===== src/rtl/ez2r_pkg.sv =====
`timescale 1ns / 1ps
// Shared types, constants and helper functions for the ZYX Euler-to-rotation block.
// No dependencies; used by every module in rtl/.
package ez2r_pkg;

    localparam int ANGLE_BITS   = 16;
    localparam int FRAC_BITS    = 14;
    localparam int FIELD_W      = 16;

    // CORDIC datapath: fraction bits of x/y, guard bits below one angle unit, iterations
    localparam int CORDIC_D     = 48;
    localparam int CORDIC_G     = 32;
    localparam int CORDIC_ITERS = 48;

    localparam real PI_R        = 3.14159265358979323846;
    localparam real CORDIC_K    = 0.6072529350088812561694;
    localparam longint CORDIC_X0 = longint'(CORDIC_K * (2.0 ** CORDIC_D));

    localparam logic [1:0] QUAD_0 = 2'd0;
    localparam logic [1:0] QUAD_1 = 2'd1;
    localparam logic [1:0] QUAD_2 = 2'd2;
    localparam logic [1:0] QUAD_3 = 2'd3;

    typedef struct packed {
        logic signed [FIELD_W-1:0] roll_angle;
        logic signed [FIELD_W-1:0] pitch_angle;
        logic signed [FIELD_W-1:0] yaw_angle;
    } t_angles;

    typedef struct packed {
        logic signed [FIELD_W-1:0] m00;
        logic signed [FIELD_W-1:0] m01;
        logic signed [FIELD_W-1:0] m02;
        logic signed [FIELD_W-1:0] m10;
        logic signed [FIELD_W-1:0] m11;
        logic signed [FIELD_W-1:0] m12;
        logic signed [FIELD_W-1:0] m20;
        logic signed [FIELD_W-1:0] m21;
        logic signed [FIELD_W-1:0] m22;
    } t_matrix;

    // atan(2^-i) in radians
    function automatic real atan_pow2(int i);
        real x;
        x = 2.0 ** (-i);
        unique case (i)
            0: return 0.78539816339744830962;
            1: return 0.46364760900080611621;
            2: return 0.24497866312686415417;
            3: return 0.12435499454676143503;
            4: return 0.06241880999595734847;
            default: return x - (x ** 3) / 3.0 + (x ** 5) / 5.0 - (x ** 7) / 7.0;
        endcase
    endfunction

    // atan(2^-i) in angle units with guard bits: a quarter turn is 2^(ab-2+G)
    function automatic longint atan_units(int i, int ab);
        return longint'(atan_pow2(i) * (2.0 ** (ab - 2 + CORDIC_G)) * 2.0 / PI_R);
    endfunction

endpackage


===== src/rtl/ez2r_front.sv =====
`timescale 1ns / 1ps
// Front end: accepts angle triples, splits each angle into quadrant and remainder,
// and holds them in a two-entry queue for the back end. Depends on ez2r_pkg.
module ez2r_front #(
    parameter int ANGLE_BITS = 16
) (
    input  logic               i_clk,
    input  logic               i_rst_n,
    input  logic               i_start,
    input  ez2r_pkg::t_angles  i_angles,
    output logic               o_busy,
    output logic               o_valid,
    output logic [1:0]         o_quad [3],
    output logic [ANGLE_BITS-3:0] o_rem [3]
);
    import ez2r_pkg::*;

    localparam int WW = 3 * ANGLE_BITS;

    logic [WW-1:0] r_mem [2];
    logic          r_wr;
    logic          r_rd;
    logic [1:0]    r_cnt;
    logic          push;
    logic          pop;
    logic [WW-1:0] word_in;
    logic [WW-1:0] word_out;

    // keep only the low ANGLE_BITS of each angle (wraps modulo a full turn)
    assign word_in = {ANGLE_BITS'(i_angles.roll_angle),
                      ANGLE_BITS'(i_angles.pitch_angle),
                      ANGLE_BITS'(i_angles.yaw_angle)};

    assign o_busy  = (r_cnt == 2'd2);
    assign push    = i_start && !o_busy;
    assign pop     = (r_cnt != 2'd0);
    assign o_valid = pop;
    assign word_out = r_mem[r_rd];

    always_comb begin
        for (int k = 0; k < 3; k++) begin
            o_quad[k] = word_out[WW-1-k*ANGLE_BITS -: 2];
            o_rem[k]  = word_out[WW-3-k*ANGLE_BITS -: ANGLE_BITS-2];
        end
    end

    always_ff @(posedge i_clk) begin
        if (push) begin
            r_mem[r_wr] <= word_in;
        end
    end

    always_ff @(posedge i_clk) begin
        if (!i_rst_n) begin
            r_wr  <= 1'b0;
            r_rd  <= 1'b0;
            r_cnt <= 2'd0;
        end else begin
            if (push) begin
                r_wr <= ~r_wr;
            end
            if (pop) begin
                r_rd <= ~r_rd;
            end
            r_cnt <= r_cnt + 2'(push) - 2'(pop);
        end
    end

endmodule


===== config.mk =====
export PLATFORM = sky130hd
export DESIGN_NAME = ez2r_front
export DESIGN_NICKNAME = d
export VERILOG_FILES = /design/src/rtl/ez2r_pkg.sv /design/src/rtl/ez2r_front.sv
export SDC_FILE = /design/constraint.sdc
export NUM_CORES = 1
export LEC_CHECK = 0
export BUFFER_PORTS_ARGS = -buffer_cell sky130_fd_sc_hd__buf_2
export CAP_MARGIN = 15
export CORE_UTILIZATION = 40
export CTS_BUF_LIST = sky130_fd_sc_hd__clkbuf_4 sky130_fd_sc_hd__clkbuf_8
export DETAILED_ROUTE_END_ITERATION = 10
export HOLD_SLACK_MARGIN = 0.02
export PLACE_DENSITY = 0.67
export SLEW_MARGIN = 20
export SYNTH_ARGS = -nofsm -noshare
export SYNTH_HDL_FRONTEND = slang
export SYNTH_SLANG_ARGS = --single-unit

===== constraint.sdc =====
create_clock -name i_clk -period 5.7 [get_ports i_clk]
set_clock_uncertainty 0.15 [all_clocks]
set_input_delay 1.14 -clock i_clk [delete_from_list [all_inputs] [get_ports i_clk]]
set_output_delay 1.14 -clock i_clk [all_outputs]
set_load 0.01 [all_outputs]

==> flow_metrics.env, run 1 <==
export IMPL_outcome="finished with violations"
export IMPL_failed_checks="design-rule violations"
export IMPL_timing_critical_path_required_ns=4.41
export IMPL_via_per_inst=4.72
export IMPL_achievable_frequency_ghz=0.293
export IMPL_die_height_um=98.5
export IMPL_finish_net_count=329
export IMPL_grt_pass1_wl_mm=9.19
export IMPL_drv_slew=0
export IMPL_drive_above_1_share=0.604
export IMPL_grt_antenna_before_repair=0
export IMPL_mappedNetlistNets=220
export IMPL_yosysTopAreaCell="edfxtp_1"
export IMPL_grt_overflow_total=0
export IMPL_critical_path_cell_chain="buf_4 -> mux2_2 -> buf_2"
export IMPL_synth_area_leaders="edfxtp_1 (77%), mux2_2 (8.5%), mux2_4 (8.1%), dfxtp_1 (2.7%), buf_6 (0.91%)"
export IMPL_num_clock_sinks=101
export IMPL_grt_pass1_vias=1934
export IMPL_ctsLongestPathBuffers=2
export IMPL_die_width_um=98.5
export IMPL_post_synth_cell_area_avg_um2=22.1
export IMPL_routabilityCongestion=0.697
export IMPL_antennaDiodeCount=0
export IMPL_drt_iter0_markers=60
export IMPL_hold_viol_final=0
export IMPL_floorplan_rows=34
export IMPL_drt_met1_wl_mm=2.52
export IMPL_ctsHtreeMaxLevel=3
export IMPL_ys_warn_count=0
export IMPL_hold_class="flop to flop"
export IMPL_asyncSetResetFlopFracSynth=0
export IMPL_fp_dieArea_mm2=0.00971
export IMPL_post_detailed_route_count_of_antenna_violating_nets=0
export IMPL_cts_resized=0
export IMPL_cts_setup_buffers=0
export IMPL_netlist_area_leader_share=0.773
export IMPL_synth_edf_count=96
export IMPL_highest_signal_layer="met4"
export IMPL_drc_errors=4
export IMPL_cp_end_kind="output pin"
export IMPL_finalSetupViolCount=0
export IMPL_synth_cell_area_mm2=0.00373
export IMPL_worst_endpoint_arrival_ns=2.12
export IMPL_start_util=0.419
export IMPL_core_area_mm2=0.00889
export IMPL_critPathMaxFanout=26
export IMPL_critPathLaunchType="flop"
export IMPL_worst_ir_drop_vdd_mv=0.163
export IMPL_clock_tree_from_tritoncts="yes"
export IMPL_worstPathBufferInverterCount=2
export IMPL_max_cap_viol_count=0
export IMPL_synth_top_cells_by_count="edfxtp_1 (96), mux2_2 (28), mux2_4 (20)"
export IMPL_pin_count=101
export IMPL_numCtsBuffers=9
export IMPL_period_share=0.598
export IMPL_area_growth_from_synthesis_to_final_layout_pct=22.1
export IMPL_grtUsageTotal=0.126
export IMPL_synth_cell_type_count=15
export IMPL_worstSkewPairLatency_ns=0.34
export IMPL_routed_wl_met2_mm=2.87
export IMPL_cts_root_buf="clkbuf_8"
export IMPL_synth_seq_cells=101
export IMPL_p_leak_uw=0.00177
export IMPL_ctsHoldBuffers=0
export IMPL_place_hpwl_mm=3.87
export IMPL_final_setup_tns_ns=0
export IMPL_wire_per_inst_um=15.1
export IMPL_drt_first_pass_iters=9
export IMPL_post_synth_top_count_cell="edfxtp_1"
export IMPL_rsz0062_at_grt="false"
export IMPL_synth_ff_type="edfxtp_1"
export IMPL_synthCells=169
export IMPL_grt_start_max_net_pins=39
export IMPL_largest_delay_share_family_worst_path="flip-flops"
export IMPL_clk_pin_slew_ns=0.09
export IMPL_cellPowerDensity_mw_per_mm2=320
export IMPL_relSlewSlack=0.561
export IMPL_slowest_stage="dfxtp_2"
export IMPL_numPortBuffers=100
export IMPL_synth_seq_area_share=0.800
export IMPL_core_occupancy_in_the_finished_layout=0.512
export IMPL_biggest_cell_delay_along_the_critical_path_ns=0.76
export IMPL_period_needed_ns=3.41
export IMPL_vias=1846
export IMPL_timing_setup_critical_path_class="flop to output pin"
export IMPL_routed_wirelength_mm=5.91
export IMPL_dr_wl_met3_um=455
export IMPL_worst_pin_slew_ns=0.659
[cells in the final DEF, fill, tap and decap left out]
master,synthesis,layout
edfxtp_1,96,96
inv_1,1,1
dfxtp_1,5,4
clkinv_4,0,1
bufinv_16,0,1
or2_2,1,1
o21a_1,1,1
buf_4,0,3
or3_1,1,1
nand2b_1,2,2
clkbuf_8,0,9
mux2_2,28,28
buf_2,2,100
mux2i_1,1,1
clkinv_2,0,1
inv_6,0,1
dfxtp_2,0,1
clkinvlp_4,0,1
and3_1,4,3
nand2_1,3,3
clkbuf_4,0,2
mux2_4,20,20
nor2_4,0,1
and3_2,0,1
[worst paths after layout]
| path | startpoint | endpoint | slack [ns] | cells past startpoint |
|---|---|---|---|---|
| min reg2reg | r_cnt[1]$_SDFF_PN0_ | r_cnt[1]$_SDFF_PN0_ | 0.36 | 1 |
| max reg2reg | r_cnt[0]$_SDFF_PN0_ | r_mem[0][35]$_DFFE_PP_ | 3.75 | 4 |
| max | flop | o_rem[0] | 2.29 | 3 |
| min | r_cnt[1]$_SDFF_PN0_ | r_cnt[1]$_SDFF_PN0_ | 0.36 | 1 |
[where the power goes]
part | total, uW | internal (uW) | leakage (uW) | switching (uW)
Combinational | 144 | 73.7 | 0.000723 | 70.2
Clock | 442 | 215 | 0.000101 | 227
Sequential | 873 | 858 | 0.000943 | 14.5
[layout make-up]
| class | count | area, um^2 |
|---|---|---|
| multi-input cells | 62 | 707 |
| clock buffers | 11 | 139 |
| flip-flops and latches | 101 | 2980 |
| well taps | 108 | 135 |
| fillers | 745 | 4340 |
| repair buffers | 103 | 523 |
| clock inverters | 5 | 60.1 |
| inverters | 1 | 3.75 |
[layer usage]
metal,up-vias,GRT usage
li1,876,-
met1,894,0.149
met2,68,0.209
met3,8,0.0539
met4,0,0.0413
met5,-,0
[per-stage QoR]
| step | worst slack, ns | hold slack [ns] | total power (uW) | instance area [um^2] | cells |
|---|---|---|---|---|---|
| 3_5_place_dp | 2.63 | 0.351 | 1040 | 4350 | 375 |
| 2_1_floorplan | 1.87 | 0.305 | 974 | 3730 | 169 |
| 5_1_grt | 2.16 | 0.381 | 1520 | 4550 | 391 |
| 4_1_cts | 2.23 | 0.365 | 1480 | 4550 | 391 |
| 6_report | 2.29 | 0.364 | 1460 | 4550 | 391 |
| 3_3_place_gp | 2.63 | 0.339 | 1030 | 4350 | 375 |
[cells by family after synthesis]
family / Yosys count / synth area share
flops: 101 / 0.800
mux: 49 / 0.168
simple gates: 12 / 0.0174
buf+inv: 6 / 0.0128
compound gates: 1 / 0.00201
[state kept, by name (all words and copies together), names as in the netlist, named ones only]
register	count
r_rd	1
r_cnt	2
r_mem	96
r_wr	1
[worst reg2reg max path: cells and delay by family, from the launching register on]
kind,cells,cell delay [ns]
AND/OR/NAND/NOR,3,0.55
flip-flops,1,0.35
buffers and inverters,1,0.52
(Power assumes the default switching activity.)
==> run 2: changes to the inputs <==
clock period = 3.2 ns   (was 5.7 ns; I/O delays follow)
==> run 2 against run 1 <==
Net effect: the run still ends with design-rule violations left; first-iteration DRC count up 33%; clock power increased by 74%; sequential power increased by 78%; flip-flop and latch count unchanged; critical endpoint is now o_rem[3]; largest cell class unchanged.
==> flow_metrics.env, run 2 (synthesis gave the netlist of run 1 again) <==
export IMPL_finalSetupViolCount=0
export IMPL_relSlewSlack=0.602
export IMPL_layout_cells_most_common_list="buf_2 (100), edfxtp_1 (96), mux2_2 (28), mux2_4 (20), clkbuf_8 (9)"
export IMPL_hold_viol_final=0
export IMPL_cellPowerDensity_mw_per_mm2=565
export IMPL_cts_root_buf="clkbuf_8"
export IMPL_antennaDiodeCount=0
export IMPL_grt_overflow_total=0
export IMPL_fp_dieArea_mm2=0.00971
export IMPL_routabilityCongestion=0.715
export IMPL_critPathLaunchType="flop"
export IMPL_failed_checks="design-rule violations"
export IMPL_critPathMaxFanout=16
export IMPL_total_chip_power_uw=2590
export IMPL_via_per_inst=4.66
export IMPL_routed_wirelength_mm=6.02
export IMPL_grt_pass1_vias=1883
export IMPL_core_area_mm2=0.00889
export IMPL_final_setup_tns_ns=0
export IMPL_drt_first_pass_iters=9
export IMPL_flip_flop_count_of_the_largest_register_after_layout=96
export IMPL_cts_setup_buffers=0
export IMPL_max_flop_register="r_mem"
export IMPL_pre_cts_ws_ns=0.978
export IMPL_max_cap_viol_count=0
export IMPL_floorplan_rows=34
export IMPL_cp_end_kind="output pin"
export IMPL_worstSkewPairLatency_ns=0.35
export IMPL_die_width_um=98.5
export IMPL_period_needed_ns=2.58
export IMPL_ctsHtreeMaxLevel=3
export IMPL_cts_resized=0
export IMPL_hold_class="input port to flop"
export IMPL_biggestRegsByFlops="r_mem (96), r_cnt (2)"
export IMPL_worst_pin_slew_ns=0.595
export IMPL_numCtsBuffers=9
export IMPL_outcome="finished with violations"
export IMPL_drc_errors=6
export IMPL_drv_slew=0
export IMPL_timing_setup_critical_path_class="flop to output pin"
export IMPL_place_hpwl_mm=4.06
export IMPL_vias=1833
export IMPL_grt_antenna_before_repair=0
export IMPL_achievable_frequency_ghz=0.388
export IMPL_worst_slack_ns=0.620
export IMPL_grt_pass1_wl_mm=9.19
export IMPL_area_growth_from_synthesis_to_final_layout_pct=23.1
export IMPL_rsz0062_at_grt="false"
export IMPL_mostFrequentLayoutCell="buf_2"
export IMPL_drt_iter0_markers=80
export IMPL_post_detailed_route_count_of_antenna_violating_nets=0
export IMPL_clock_tree_from_tritoncts="yes"
export IMPL_worst_endpoint_arrival_ns=1.79
export IMPL_drive_above_1_share=0.607
export IMPL_num_clock_sinks=101
export IMPL_p_leak_uw=0.00178
export IMPL_pin_count=101
export IMPL_design_area_mm2=0.00459
export IMPL_n_fill_cell=731
export IMPL_worst_ir_drop_vdd_mv=0.318
export IMPL_ctsLongestPathBuffers=2
export IMPL_timing_critical_path_required_ns=2.41
export IMPL_postPlaceCellArea_mm2=0.00439
export IMPL_start_util=0.419
export IMPL_finish_net_count=331
export IMPL_period_share=0.806
export IMPL_wire_per_inst_um=15.3
export IMPL_ctsHoldBuffers=0
export IMPL_clk_pin_slew_ns=0.09
export IMPL_grtUsageTotal=0.129
export IMPL_die_height_um=98.5
export IMPL_numPortBuffers=100
export IMPL_grt_start_max_net_pins=32
-- run 2: cell type report --
class / instances / area (um^2) / share of cell area
Clock buffer: 10 / 131 / 0.0286
Clock inverter: 6 / 63.8 / 0.0139
Inverter: 1 / 3.75 / 0.000818
Multi-Input combinational cell: 62 / 707 / 0.154
Sequential cell: 101 / 2980 / 0.650
Tap cell: 108 / 135 / 0.0295
Timing Repair Buffer: 105 / 563 / 0.123
-- run 2: per-stage QoR --
stage / utilization / hold slack (ns) / cells
after floorplan: - / 0.316 / 169
after global placement: 0.494 / 0.345 / 377
after detailed placement: 0.494 / 0.349 / 377
after CTS: 0.516 / 0.294 / 393
after global routing: 0.516 / 0.293 / 393
final: 0.516 / 0.319 / 393
-- run 2: power breakdown --
part	internal (uW)	total [uW]	leakage (uW)	switching, uW
Clock	369	770	0.0000957	401
Combinational	138	270	0.000741	131
Sequential	1530	1550	0.000943	23.3
-- run 2: final timing paths --
| kind | cells after the start | slack [ns] | endpoint | from |
|---|---|---|---|---|
| setup / recovery | 3 | 0.62 | o_rem[3] | flop |
| setup reg to reg | 4 | 1.30 | r_mem[0][14]$_DFFE_PP_ | r_cnt[0]$_SDFF_PN0_ |
| hold reg to reg | 1 | 0.36 | r_cnt[1]$_SDFF_PN0_ | r_cnt[1]$_SDFF_PN0_ |
| hold / removal | 1 | 0.32 | r_mem[0][10]$_DFFE_PP_ | i_angles[10] |
-- run 2: worst max-delay path, cell delays in order (launching register included) --
cell and delay, ns:
dfxtp_2 0.64, buf_4 0.31, mux2_2 0.35, buf_2 0.14
-- run 2: metal layers --
metal,wire [um],GRT usage
met3,362,0.0411
met5,0,0
met1,2640,0.162
met4,69,0.0551
met2,2950,0.209
==> run 3: changes to the inputs <==
PLACE_DENSITY = 0.69   (was 0.67)
clock period = 2.2 ns   (was 3.2 ns; I/O delays follow)
==> run 3 against run 2 <==
Net effect: the run still ends with design-rule violations left; sequential power rose by 45%; largest power group unchanged; die area did not move; power rose by 46%; critical path type unchanged; flip-flop and latch count did not move; combinational power rose by 46%; worst hold slack got worse by 0.20 ns.
==> flow_metrics.env, run 3 (synthesis gave the netlist of run 1 again) <==
export IMPL_hp_start="i_angles[31]"
export IMPL_clock_tree_from_tritoncts="yes"
export IMPL_antennaDiodeCount=0
export IMPL_cp_end_kind="output pin"
export IMPL_grt_overflow_total=0
export IMPL_routed_wirelength_mm=5.81
export IMPL_mostFrequentLayoutCell="buf_2"
export IMPL_outcome="finished with violations"
export IMPL_final_setup_tns_ns=0
export IMPL_finalSetupViolCount=0
export IMPL_critPathMaxFanout=22
export IMPL_die_width_um=98.5
export IMPL_area_growth_from_synthesis_to_final_layout_pct=23.1
export IMPL_drt_iter0_markers=84
export IMPL_total_chip_power_uw=3790
export IMPL_hold_viol_final=0
export IMPL_grt_antenna_before_repair=0
export IMPL_drv_slew=0
export IMPL_post_detailed_route_count_of_antenna_violating_nets=0
export IMPL_drc_errors=7
export IMPL_multiInputGateArea_um2=707
export IMPL_worstReg2RegEnd="r_mem[0][42]$_DFFE_PP_"
export IMPL_wire_per_inst_um=14.7
export IMPL_cts_setup_buffers=0
export IMPL_p_leak_uw=0.00179
export IMPL_drt_first_pass_iters=10
export IMPL_place_hpwl_mm=3.87
export IMPL_failed_checks="design-rule violations"
export IMPL_worst_endpoint_arrival_ns=1.46
export IMPL_fp_dieArea_mm2=0.00971
export IMPL_biggestRegsByFlops="r_mem (96), r_cnt (2)"
export IMPL_worst_pin_slew_ns=0.366
export IMPL_numCtsBuffers=9
export IMPL_grt_pass1_vias=1907
export IMPL_holdPathStages=1
export IMPL_finish_net_count=332
export IMPL_drive_above_1_share=0.608
export IMPL_timing_critical_path_required_ns=1.61
export IMPL_layout_cells_most_common_list="buf_2 (100), edfxtp_1 (96), mux2_2 (28), mux2_4 (20), clkbuf_8 (9)"
export IMPL_critPathLaunchType="flop"
export IMPL_achievable_frequency_ghz=0.487
export IMPL_hold_end="r_mem[0][31]$_DFFE_PP_"
export IMPL_period_share=0.933
export IMPL_reg2regPathDepth=4
export IMPL_max_flop_register="r_mem"
export IMPL_via_per_inst=4.68
export IMPL_ctsHtreeMaxLevel=3
export IMPL_rsz0062_at_grt="false"
export IMPL_rr_startpoint="r_cnt[0]$_SDFF_PN0_"
export IMPL_vias=1842
export IMPL_worst_ir_drop_vdd_mv=0.409
export IMPL_relSlewSlack=0.756
export IMPL_flip_flop_count_of_the_largest_register_after_layout=96
export IMPL_worstSkewPairLatency_ns=0.34
export IMPL_die_height_um=98.5
export IMPL_timing_setup_critical_path_class="flop to output pin"
export IMPL_ctsLongestPathBuffers=2
export IMPL_pin_count=101
export IMPL_max_cap_viol_count=0
export IMPL_floorplan_rows=34
export IMPL_cts_root_buf="clkbuf_8"
export IMPL_r2r_setup_slack_ns=0.64
export IMPL_num_clock_sinks=101
export IMPL_hold_class="input port to flop"
export IMPL_period_needed_ns=2.05
export IMPL_grtUsageTotal=0.127
export IMPL_ctsHoldBuffers=0
export IMPL_core_area_mm2=0.00889
export IMPL_n_fill_cell=741
export IMPL_grt_start_max_net_pins=27
export IMPL_cellPowerDensity_mw_per_mm2=826
export IMPL_grt_pass1_wl_mm=9.11
export IMPL_routabilityCongestion=0.680
export IMPL_numPortBuffers=100
export IMPL_final_seq_area_mm2=0.00298
export IMPL_clk_pin_slew_ns=0.10
export IMPL_start_util=0.419
run 3: critical path: stages (launching register included):
cell	delay, ns
dfxtp_2	0.36
buf_6	0.24
mux2_2	0.37
buf_2	0.14
run 3: cell type report:
cell class | instances | area share
timing repair buffer | 106 | 0.122
multi-input combinational | 62 | 0.154
tap | 108 | 0.0294
sequential | 101 | 0.650
inverter | 1 | 0.000818
clock inverter | 5 | 0.0131
clock buffer | 11 | 0.0303
run 3: what timing repair did:
action / in CTS / in global routing
setup endpoints to repair: 0 / 9
hold endpoints to repair: 0 / 0
resized for setup: 0 / 1
run 3: routing by layer:
layer | part of all wire | track usage
met1 | 0.42 | 0.142
met2 | 0.52 | 0.220
met3 | 0.052 | 0.0397
met4 | 0.0084 | 0.0654
met5 | 0 | 0
run 3: worst max path at each step:
| stage | startpoint | end | slack [ns] | cells past startpoint |
|---|---|---|---|---|
| global placement | flop | o_rem[23] | 0.44 | 3 |
| floorplan | r_cnt[0]$_SDFF_PN0_ | r_mem[0][0]$_DFFE_PP_ | 0.36 | 3 |
| CTS | flop | o_rem[17] | 0.03 | 3 |
| finish | flop | o_quad[1] | 0.15 | 3 |
| detailed placement | flop | o_rem[17] | 0.43 | 3 |
| global route | flop | o_rem[13] | 0.06 | 3 |
run 3: metrics by stage:
stage | std cells | setup slack (ns) | utilization | cell area (um^2) | hold WS [ns]
2_1_floorplan | 169 | 0.363 | - | 3740 | 0.328
3_3_place_gp | 378 | 0.436 | 0.494 | 4390 | 0.340
3_5_place_dp | 378 | 0.428 | 0.494 | 4390 | 0.350
4_1_cts | 394 | 0.0335 | 0.516 | 4590 | 0.0968
5_1_grt | 394 | 0.0615 | 0.516 | 4590 | 0.0882
6_report | 394 | 0.148 | 0.516 | 4590 | 0.121
run 3: report_power, final:
| part | switching (uW) | internal, uW | leakage [uW] |
|---|---|---|---|
| Sequential | 26.2 | 2220 | 0.000943 |
| Clock | 591 | 556 | 0.000101 |
| Combinational | 194 | 200 | 0.000743 |
